### src/rtl/core/tstg_pkg.sv
`timescale 1ns / 1ps
`default_nettype none

package tstg_pkg;

  localparam int FREQ_W    = 16;
  localparam int MS_W      = 16;
  localparam int REQ_W     = 2;
  localparam int CFG_IDX_W = 2;
  localparam int CFG_W     = 16;

  // Request kinds carried on in_tuser.
  localparam logic [REQ_W-1:0] REQ_TICK  = 2'd0;
  localparam logic [REQ_W-1:0] REQ_START = 2'd1;
  localparam logic [REQ_W-1:0] REQ_STOP  = 2'd2;

  // Limit register indexes.
  localparam logic [CFG_IDX_W-1:0] CFG_FREQ_LO = 2'd0;
  localparam logic [CFG_IDX_W-1:0] CFG_FREQ_HI = 2'd1;
  localparam logic [CFG_IDX_W-1:0] CFG_DUR_LO  = 2'd2;
  localparam logic [CFG_IDX_W-1:0] CFG_DUR_HI  = 2'd3;

  localparam logic [CFG_W-1:0] FREQ_LO_RST = 16'd100;
  localparam logic [CFG_W-1:0] FREQ_HI_RST = 16'd5000;
  localparam logic [CFG_W-1:0] DUR_LO_RST  = 16'd10;
  localparam logic [CFG_W-1:0] DUR_HI_RST  = 16'd5000;

  typedef struct packed {
    logic tick;
    logic stop;
    logic div_start;
    logic load;
    logic out_load;
    logic refuse;
  } cmd_t;

  typedef struct packed {
    logic range_ok;
    logic div_done;
  } status_t;

endpackage

`default_nettype wire

### src/rtl/core/tstg_ctrl.sv
`timescale 1ns / 1ps
`default_nettype none

module tstg_ctrl (
  input  wire logic                       clk,
  input  wire logic                       rst_n,
  input  wire logic                       in_tvalid,
  input  wire logic [tstg_pkg::REQ_W-1:0] in_type,
  output logic                            in_tready,
  output logic                            out_tvalid,
  input  wire logic                       out_tready,
  input  wire tstg_pkg::status_t          status,
  output tstg_pkg::cmd_t                  cmd
);

  typedef enum logic [1:0] {
    S_IDLE = 2'b01,
    S_DIV  = 2'b10
  } state_t;

  state_t state_r, state_nxt;
  logic   out_valid_r, out_valid_nxt;
  logic   out_free;
  logic   accept;

  assign out_free   = !out_valid_r || out_tready;
  assign in_tready  = (state_r == S_IDLE) && out_free;
  assign accept     = in_tvalid && in_tready;
  assign out_tvalid = out_valid_r;

  always_comb begin
    cmd       = '0;
    state_nxt = state_r;
    case (state_r)
      S_IDLE: begin
        if (accept) begin
          case (in_type)
            tstg_pkg::REQ_TICK: begin
              cmd.tick     = 1'b1;
              cmd.out_load = 1'b1;
            end
            tstg_pkg::REQ_STOP: begin
              cmd.stop     = 1'b1;
              cmd.out_load = 1'b1;
            end
            tstg_pkg::REQ_START: begin
              if (status.range_ok) begin
                cmd.div_start = 1'b1;
                state_nxt     = S_DIV;
              end else begin
                cmd.out_load = 1'b1;
                cmd.refuse   = 1'b1;
              end
            end
            default: begin
              cmd.out_load = 1'b1;
            end
          endcase
        end
      end
      S_DIV: begin
        // The new tone is committed only once the result slot is free.
        if (status.div_done && out_free) begin
          cmd.load     = 1'b1;
          cmd.out_load = 1'b1;
          state_nxt    = S_IDLE;
        end
      end
      default: begin
        state_nxt = S_IDLE;
      end
    endcase
  end

  always_comb begin
    if (cmd.out_load) begin
      out_valid_nxt = 1'b1;
    end else if (out_tready) begin
      out_valid_nxt = 1'b0;
    end else begin
      out_valid_nxt = out_valid_r;
    end
  end

  always_ff @(posedge clk) begin
    if (!rst_n) begin
      state_r     <= S_IDLE;
      out_valid_r <= 1'b0;
    end else begin
      state_r     <= state_nxt;
      out_valid_r <= out_valid_nxt;
    end
  end

  a_no_accept_in_div : assert property (@(posedge clk) disable iff (!rst_n)
    (state_r == S_DIV) |-> !in_tready)
    else $error("input taken while the divider runs");

  a_no_overwrite : assert property (@(posedge clk) disable iff (!rst_n)
    cmd.out_load |-> out_free)
    else $error("result register overwritten before its beat was taken");

  a_div_holds : assert property (@(posedge clk) disable iff (!rst_n)
    (state_r == S_DIV && !status.div_done) |=> (state_r == S_DIV))
    else $error("left the divide state before the quotient was ready");

endmodule

`default_nettype wire

### src/rtl/core/tstg_dp.sv
`timescale 1ns / 1ps
`default_nettype none

module tstg_dp #(
  parameter int TICK_HZ = 1000000
) (
  input  wire logic                           clk,
  input  wire logic                           rst_n,
  input  wire logic                           cfg_wr_en,
  input  wire logic [tstg_pkg::CFG_IDX_W-1:0] cfg_index,
  input  wire logic [tstg_pkg::CFG_W-1:0]     cfg_wdata,
  input  wire logic [tstg_pkg::FREQ_W-1:0]    in_freq,
  input  wire logic [tstg_pkg::MS_W-1:0]      in_ms,
  input  wire tstg_pkg::cmd_t                 cmd,
  output tstg_pkg::status_t                   status,
  output logic                                out_pin,
  output logic                                out_on,
  output logic                                out_refused
);

  localparam int PW  = $clog2(TICK_HZ + 1);
  localparam int CW  = $clog2(PW + 1);
  localparam int TPM = TICK_HZ / 1000;
  localparam int TW  = (TPM > 1) ? $clog2(TPM) : 1;
  localparam int FW  = tstg_pkg::FREQ_W;
  localparam int MW  = tstg_pkg::MS_W;

  localparam logic [PW-1:0] TICK_V = TICK_HZ[PW-1:0];
  localparam logic [TW:0]   TPM_V  = TPM[TW:0];

  // Limit registers.
  logic [FW-1:0] freq_lo_r, freq_hi_r;
  logic [MW-1:0] dur_lo_r, dur_hi_r;

  // Tone state.
  logic          playing_r, playing_nxt;
  logic [PW-1:0] top_r, top_nxt;
  logic [PW-1:0] high_r, high_nxt;
  logic [PW-1:0] phase_r, phase_nxt;
  logic [MW-1:0] ms_left_r, ms_left_nxt;
  logic [TW-1:0] tick_r, tick_nxt;
  logic [MW-1:0] req_ms_r;

  // Restoring divider for TICK_HZ / frequency, one quotient bit a cycle.
  logic [FW-1:0] div_r;
  logic [PW-1:0] dvd_r;
  logic [FW-1:0] rem_r;
  logic [PW-1:0] q_r;
  logic [CW-1:0] cnt_r;
  logic          busy_r;
  logic          done_r;
  logic [FW:0]   rem_sh;
  logic [FW:0]   rem_diff;
  logic          rem_ge;

  logic [TW:0]   tick_sum;
  logic [MW-1:0] ms_dec;
  logic [PW-1:0] q_eff;

  assign status.range_ok = (in_freq != '0) && (in_freq >= freq_lo_r) &&
                           (in_freq <= freq_hi_r) && (in_ms >= dur_lo_r) &&
                           (in_ms <= dur_hi_r);
  assign status.div_done = done_r;

  always_ff @(posedge clk) begin
    if (!rst_n) begin
      freq_lo_r <= tstg_pkg::FREQ_LO_RST;
      freq_hi_r <= tstg_pkg::FREQ_HI_RST;
      dur_lo_r  <= tstg_pkg::DUR_LO_RST;
      dur_hi_r  <= tstg_pkg::DUR_HI_RST;
    end else if (cfg_wr_en) begin
      case (cfg_index)
        tstg_pkg::CFG_FREQ_LO: freq_lo_r <= cfg_wdata;
        tstg_pkg::CFG_FREQ_HI: freq_hi_r <= cfg_wdata;
        tstg_pkg::CFG_DUR_LO:  dur_lo_r  <= cfg_wdata;
        tstg_pkg::CFG_DUR_HI:  dur_hi_r  <= cfg_wdata;
        default: ;
      endcase
    end
  end

  assign rem_sh   = {rem_r, dvd_r[PW-1]};
  assign rem_diff = rem_sh - {1'b0, div_r};
  assign rem_ge   = (rem_sh >= {1'b0, div_r});

  always_ff @(posedge clk) begin
    if (!rst_n) begin
      busy_r <= 1'b0;
      done_r <= 1'b0;
      cnt_r  <= '0;
    end else if (cmd.div_start) begin
      busy_r <= 1'b1;
      done_r <= 1'b0;
      cnt_r  <= CW'(PW);
    end else if (busy_r) begin
      cnt_r <= cnt_r - 1'b1;
      if (cnt_r == CW'(1)) begin
        busy_r <= 1'b0;
        done_r <= 1'b1;
      end
    end
  end

  always_ff @(posedge clk) begin
    if (cmd.div_start) begin
      div_r    <= in_freq;
      req_ms_r <= in_ms;
      dvd_r    <= TICK_V;
      rem_r    <= '0;
      q_r      <= '0;
    end else if (busy_r) begin
      dvd_r <= {dvd_r[PW-2:0], 1'b0};
      rem_r <= rem_ge ? rem_diff[FW-1:0] : rem_sh[FW-1:0];
      q_r   <= {q_r[PW-2:0], rem_ge};
    end
  end

  // A frequency above the tick rate gives a zero quotient, taken as one.
  assign q_eff    = (q_r == '0) ? PW'(1) : q_r;
  assign tick_sum = {1'b0, tick_r} + 1'b1;
  assign ms_dec   = (ms_left_r != '0) ? (ms_left_r - 1'b1) : ms_left_r;

  always_comb begin
    playing_nxt = playing_r;
    top_nxt     = top_r;
    high_nxt    = high_r;
    phase_nxt   = phase_r;
    ms_left_nxt = ms_left_r;
    tick_nxt    = tick_r;
    if (cmd.tick && playing_r) begin
      phase_nxt = (phase_r >= top_r) ? '0 : (phase_r + 1'b1);
      if (tick_sum >= TPM_V) begin
        tick_nxt    = '0;
        ms_left_nxt = ms_dec;
        if (ms_dec == '0) begin
          playing_nxt = 1'b0;
          phase_nxt   = '0;
        end
      end else begin
        tick_nxt = tick_sum[TW-1:0];
      end
    end
    if (cmd.stop) begin
      playing_nxt = 1'b0;
      phase_nxt   = '0;
      ms_left_nxt = '0;
      tick_nxt    = '0;
    end
    if (cmd.load) begin
      top_nxt     = q_eff - 1'b1;
      high_nxt    = q_eff >> 1;
      phase_nxt   = '0;
      tick_nxt    = '0;
      ms_left_nxt = req_ms_r;
      playing_nxt = (req_ms_r != '0);
    end
  end

  always_ff @(posedge clk) begin
    if (!rst_n) begin
      playing_r <= 1'b0;
      top_r     <= '0;
      high_r    <= '0;
      phase_r   <= '0;
      ms_left_r <= '0;
      tick_r    <= '0;
    end else begin
      playing_r <= playing_nxt;
      top_r     <= top_nxt;
      high_r    <= high_nxt;
      phase_r   <= phase_nxt;
      ms_left_r <= ms_left_nxt;
      tick_r    <= tick_nxt;
    end
  end

  always_ff @(posedge clk) begin
    if (cmd.out_load) begin
      out_pin     <= playing_nxt && (phase_nxt < high_nxt);
      out_on      <= playing_nxt;
      out_refused <= cmd.refuse;
    end
  end

  a_silent_cleared : assert property (@(posedge clk) disable iff (!rst_n)
    !playing_r |-> (phase_r == '0 && ms_left_r == '0 && tick_r == '0))
    else $error("counters left running while silent");

  a_playing_has_time : assert property (@(posedge clk) disable iff (!rst_n)
    playing_r |-> (ms_left_r != '0))
    else $error("tone playing with no milliseconds left");

endmodule

`default_nettype wire

### src/rtl/core/timed_square_tone_generator.sv
// A tick, stop or unused request, or a refused start, gives its beat in the cycle after acceptance.
// A start request that passes the limit check runs the bit-serial divider, whose quotient width
// is PW = clog2(TICK_HZ + 1); its beat is loaded once the quotient is done and the slot is free.
// One tick or stop beat per cycle while results are taken; no input is taken while the divider runs.
// Reset (synchronous, active low): silent, all counters zero, limits 100/5000 Hz and 10/5000 ms.
`timescale 1ns / 1ps
`default_nettype none

module timed_square_tone_generator #(
  parameter int TICK_HZ = 1000000
) (
  input  wire logic                           clk,
  input  wire logic                           rst_n,
  input  wire logic                           in_tvalid,
  output logic                                in_tready,
  // tone_freq_hz [15:0], tone_ms [31:16]
  input  wire logic [31:0]                    in_tdata,
  // req_type [1:0]
  input  wire logic [tstg_pkg::REQ_W-1:0]     in_tuser,
  output logic                                out_tvalid,
  input  wire logic                           out_tready,
  // pin_level [0], tone_on [1], zero [7:2]
  output logic [7:0]                          out_tdata,
  // refused [0]
  output logic                                out_tuser,
  input  wire logic                           cfg_wr_en,
  input  wire logic [tstg_pkg::CFG_IDX_W-1:0] cfg_index,
  input  wire logic [tstg_pkg::CFG_W-1:0]     cfg_wdata
);

  tstg_pkg::cmd_t    cmd;
  tstg_pkg::status_t status;
  logic              pin;
  logic              on;

  tstg_ctrl u_ctrl (
    .clk        (clk),
    .rst_n      (rst_n),
    .in_tvalid  (in_tvalid),
    .in_type    (in_tuser),
    .in_tready  (in_tready),
    .out_tvalid (out_tvalid),
    .out_tready (out_tready),
    .status     (status),
    .cmd        (cmd)
  );

  tstg_dp #(
    .TICK_HZ (TICK_HZ)
  ) u_dp (
    .clk         (clk),
    .rst_n       (rst_n),
    .cfg_wr_en   (cfg_wr_en),
    .cfg_index   (cfg_index),
    .cfg_wdata   (cfg_wdata),
    .in_freq     (in_tdata[15:0]),
    .in_ms       (in_tdata[31:16]),
    .cmd         (cmd),
    .status      (status),
    .out_pin     (pin),
    .out_on      (on),
    .out_refused (out_tuser)
  );

  assign out_tdata = {6'd0, on, pin};

endmodule

`default_nettype wire

### config.mk
export PLATFORM = sky130hd
export DESIGN_NAME = timed_square_tone_generator
export DESIGN_NICKNAME = d
export VERILOG_FILES = /design/src/rtl/core/tstg_pkg.sv /design/src/rtl/core/tstg_ctrl.sv /design/src/rtl/core/tstg_dp.sv /design/src/rtl/core/timed_square_tone_generator.sv
export SDC_FILE = /design/constraint.sdc
export NUM_CORES = 1
export LEC_CHECK = 0
export BUFFER_PORTS_ARGS = -buffer_cell sky130_fd_sc_hd__buf_2
export CAP_MARGIN = 20
export CORE_MARGIN = 3
export CORE_UTILIZATION = 25
export CTS_BUF_LIST = sky130_fd_sc_hd__clkbuf_4
export CTS_CLUSTER_DIAMETER = 120
export DETAILED_ROUTE_END_ITERATION = 12
export GPL_TIMING_DRIVEN = 1
export PLACE_DENSITY_LB_ADDON = 0.08
export RECOVER_POWER = 50
export SYNTH_ARGS = -nofsm -noshare
export SYNTH_HDL_FRONTEND = slang
export SYNTH_SLANG_ARGS = --single-unit
export TNS_END_PERCENT = 5
### constraint.sdc
create_clock -name clk -period 4.95 [get_ports clk]
set_input_delay 0.495 -clock clk [delete_from_list [all_inputs] [get_ports clk]]
set_output_delay 0.495 -clock clk [all_outputs]
set_load 0.05 [all_outputs]
==> results.md <==
- Initial DRC Count: approximately 470
- CTS tree: done
- Mapped Area: between 10,000 and 15,000 sq um
- Async S/R FF share, synth: 0%
- Final Cycle Share: roughly 90%
- Worst Path Arrival: roughly 5.1 ns
- Status: finished, violations left
- Delay-heaviest family, CP: compound AO/OA/AOI/OAI gates
- Antenna violations before repair: 1
- DR WL/cell: around 16 microns
- Setup TNS: 0 ns
- Mapped Cells: between 1,500 and 2,000
- Fmax: 0.2252 GHz
- Synth cell types: 80
- Antenna-violating nets left: 0
- Clk sinks: approximately 250
- Pins over their slew limit: 78
- First-pass GRT wire length: between 60,000 and 70,000 microns
- Final hold vios: 0
- Total Routed Length: roughly 40,000 microns
- Total die area: 57,790 sq um
- Worst path buffer plus inverter count: 2
- CP peak stage delay: 0.45 ns
- RePlAce Congestion: between 0.7 and 0.8
- FF-to-FF Start: u_dp.ms_left_r[0]
- Violated checks: capacitance limit, slew limit
- CP startpoint: u_dp.ms_left_r[0]
- Maximum vdd ir drop: around 150 uV
- Critical Path Fanout Max: 10
- Post-route setup slack: 0.5098 ns
- CP startpoint kind: flop
- Die width: about 240 microns
- Die Span Y: roughly 240 microns
- Clk_lat worst skew: roughly 0.8 ns
- Placement Setup Slack: just over 0.4 ns
- Hold Path Origin: in_tvalid
- Min Clock Period, post-route: approximately 4.4 ns
- Core Box Area: ~54,000 sq um
- Post-synth EDFFs: 35
- Pre-antenna DRT Iters: 4
- Synth-to-Final Area Change: 17.15%
- Core Rows: 85
- Slowest-stage cell, CP: or3b_4
- Remaining DRCs: 0
- Leakage: 0.006580 uW
- Predominant post-synthesis flop cell: dfxtp_1
- Setup Skew: roughly 0.047 ns
- Critical path class: reg2reg
- Synth Warn #: 0
- Max-cap viol count: 1
- Layout net count: about 1,900
- RSZ-0062 raised after global routing: no
- # IOs: 68
- Tightest Pin Transition: ~3.5 ns
- Post-synthesis register bit count: approximately 250
- Total GRT Usage: 14.15%
- CP required: approximately 5.6 ns
- Routed vias: ~11,000
- Setup repair bufs after CTS: 0
- Clock transition at path regs: around 0.06 ns
- Initial Util: between 20 and 30%
- Syn Area/Cell: 8.699 sq um
- Crit path capture type: flop
- CTS H-tree lvls: 3
- CTS Buf Count: between 70 and 80
- Part of the Yosys area used for sequential elements: 38.40%
- Number of setup violations in the final report: 0
- PwrDens: 356.3 nW/um^2
- Clock Tree Root: clkbuf_4
- Number of global-route vias before repair: approximately 12,000
- Slew HR: -130.3%
- Maximum root-to-sink buffer count: 3
- Layout cells sized above 1: approximately a tenth
- Largest net degree at the start of global routing: just under 80
- GRT overflow: 0
- Critical Path, Cell by Cell: inv_1 > ha_1 > or3b_4 > nor4b_4 > xnor2_1 > a32oi_1 > nor3_2 > a21o_2 > a21o_2 > buf_4 > nor2_1 > ha_1 > a21o_1 > a21oi_1 > nor2b_1 > o21ai_0 > a211oi_1 > o221a_2 > nor3_1 > o311a_1
- DP Wirelength: ~28,000 microns
- Vias per std cell: 4.621
- I/O Buffers: ~60
- Worst Hold Class: in2reg
-- placed cells by master (no fill, tap or decap), types with 14 or more instances in the layout --
cell           count
a21boi_0          54
o211ai_1          21
a31oi_1           14
clkinv_1          17
nor2_1           140
xor2_1            22
edfxtp_1          35
xnor2_1           36
inv_1            115
clkbuf_1          39
nor2b_1           30
o211a_1           16
a21oi_1           71
mux2i_1           54
nand2b_1          16
dfxtp_1          210
o21ai_0           47
nand3_1           21
buf_4             17
buf_2             22
ha_1             127
dlygate4sd3_1     49
a211oi_1          22
nand2_1          204
clkbuf_4         103
nor4_1            23
nor3_1            28
nand4_1           35
a21o_1            21
-- layout make-up --
| cell class | count | area, sq um |
|---|---|---|
| fillers | 5812 | 38040 |
| flip-flops and latches | 246 | 5276 |
| clock inverters | 23 | 140.1 |
| diodes | 1 | 2.502 |
| multi-input cells | 1140 | 7714 |
| clock buffers | 103 | 773.2 |
| well taps | 696 | 870.8 |
| repair buffers | 128 | 879.6 |
| inverters | 116 | 435.4 |
-- Yosys cell counts, types with 22 or more instances --
| library cell | count | area, sq um |
|---|---|---|
| dfxtp_1 | 211 | 4224 |
| nand2_1 | 204 | 765.7 |
| nor2_1 | 140 | 525.5 |
| ha_1 | 127 | 1589 |
| inv_1 | 115 | 431.7 |
| a21oi_1 | 71 | 355.3 |
| clkbuf_1 | 60 | 225.2 |
| a21boi_0 | 54 | 405.4 |
| mux2i_1 | 54 | 540.5 |
| o21ai_0 | 47 | 235.2 |
| xnor2_1 | 36 | 315.3 |
| edfxtp_1 | 35 | 1051 |
| nand4_1 | 35 | 219.0 |
| nor2b_1 | 30 | 187.7 |
| nor3_1 | 28 | 140.1 |
| nor4_1 | 24 | 150.1 |
| a211oi_1 | 22 | 165.2 |
| a21o_1 | 22 | 165.2 |
| xor2_1 | 22 | 192.7 |
-- power breakdown --
part           leakage (uW)  switching, uW  internal, uW
clock              0.000548            930          1060
combinational       0.00399            699           587
sequential          0.00204            225          2230
-- path summary, 6_finish.rpt --
check | end | slack [ns] | depth (start not counted)
min | u_dp.out_refused | 0.22 | 3
max | u_dp.out_pin | 0.51 | 20
max reg2reg | u_dp.out_pin | 0.51 | 20
min reg2reg | u_dp.dvd_r[6] | 0.46 | 1
-- registers in the layout, summed over array words and instances (netlist names), 5 cells and up --
register / flops
u_dp.cnt_r: 5
u_dp.div_r: 16
u_dp.dur_hi_r: 16
u_dp.dur_lo_r: 16
u_dp.dvd_r: 14
u_dp.freq_hi_r: 16
u_dp.freq_lo_r: 16
u_dp.high_r: 20
u_dp.ms_left_r: 16
u_dp.phase_r: 20
u_dp.q_r: 20
u_dp.rem_r: 16
u_dp.req_ms_r: 16
u_dp.tick_r: 10
u_dp.top_r: 20
-- metrics by stage --
stage / util, % / total power (uW) / area (sq um) / std cells / hold WS (ns)
floorplan: - / 3412 / 13750 / 1584 / 0.4303
global placement: 27.23 / 3765 / 14740 / 2277 / 0.4367
detailed placement: 27.23 / 3773 / 14740 / 2277 / 0.4480
CTS: 29.82 / 5890 / 16140 / 2452 / 0.08669
global route: 29.73 / 6181 / 16090 / 2453 / 0.1334
finish: 29.73 / 5733 / 16090 / 2453 / 0.2230
-- timing repair --
action / CTS / global route
hold buffers: 49 / 0
gates resized for setup: 0 / 1
hold endpoints to repair: 96 / 0
endpoints found under the setup margin: 0 / 1
-- per-layer routing --
layer	global-route usage, %	vias to the layer above	wire, microns	share of wire [%]
met5	0	-	0	0
met4	5.282	0	831	2.1
met3	2.592	59	1353	3.4
met2	23.55	156	18530	47
met1	18.26	5288	19040	48
li1	-	5833	-	-
-- worst min-delay path, stage by stage --
cell	delay, ns
buf_2	0.14
nand3_1	0.11
nor2_1	0.05
-- logic make-up after synthesis --
kind of cell | after synthesis | share of synthesized area [%]
flip-flops | 246 | 38.40
buffers and inverters | 198 | 5.802
multiplexers | 55 | 4.017
other | 1 | 0.02730
adder cells (fa/ha/maj) | 128 | 11.71
XOR/XNOR | 58 | 3.698
AO/OA/AOI/OAI | 334 | 16.87
AND/OR/NAND/NOR | 559 | 19.47
(Power assumes the default switching activity.)
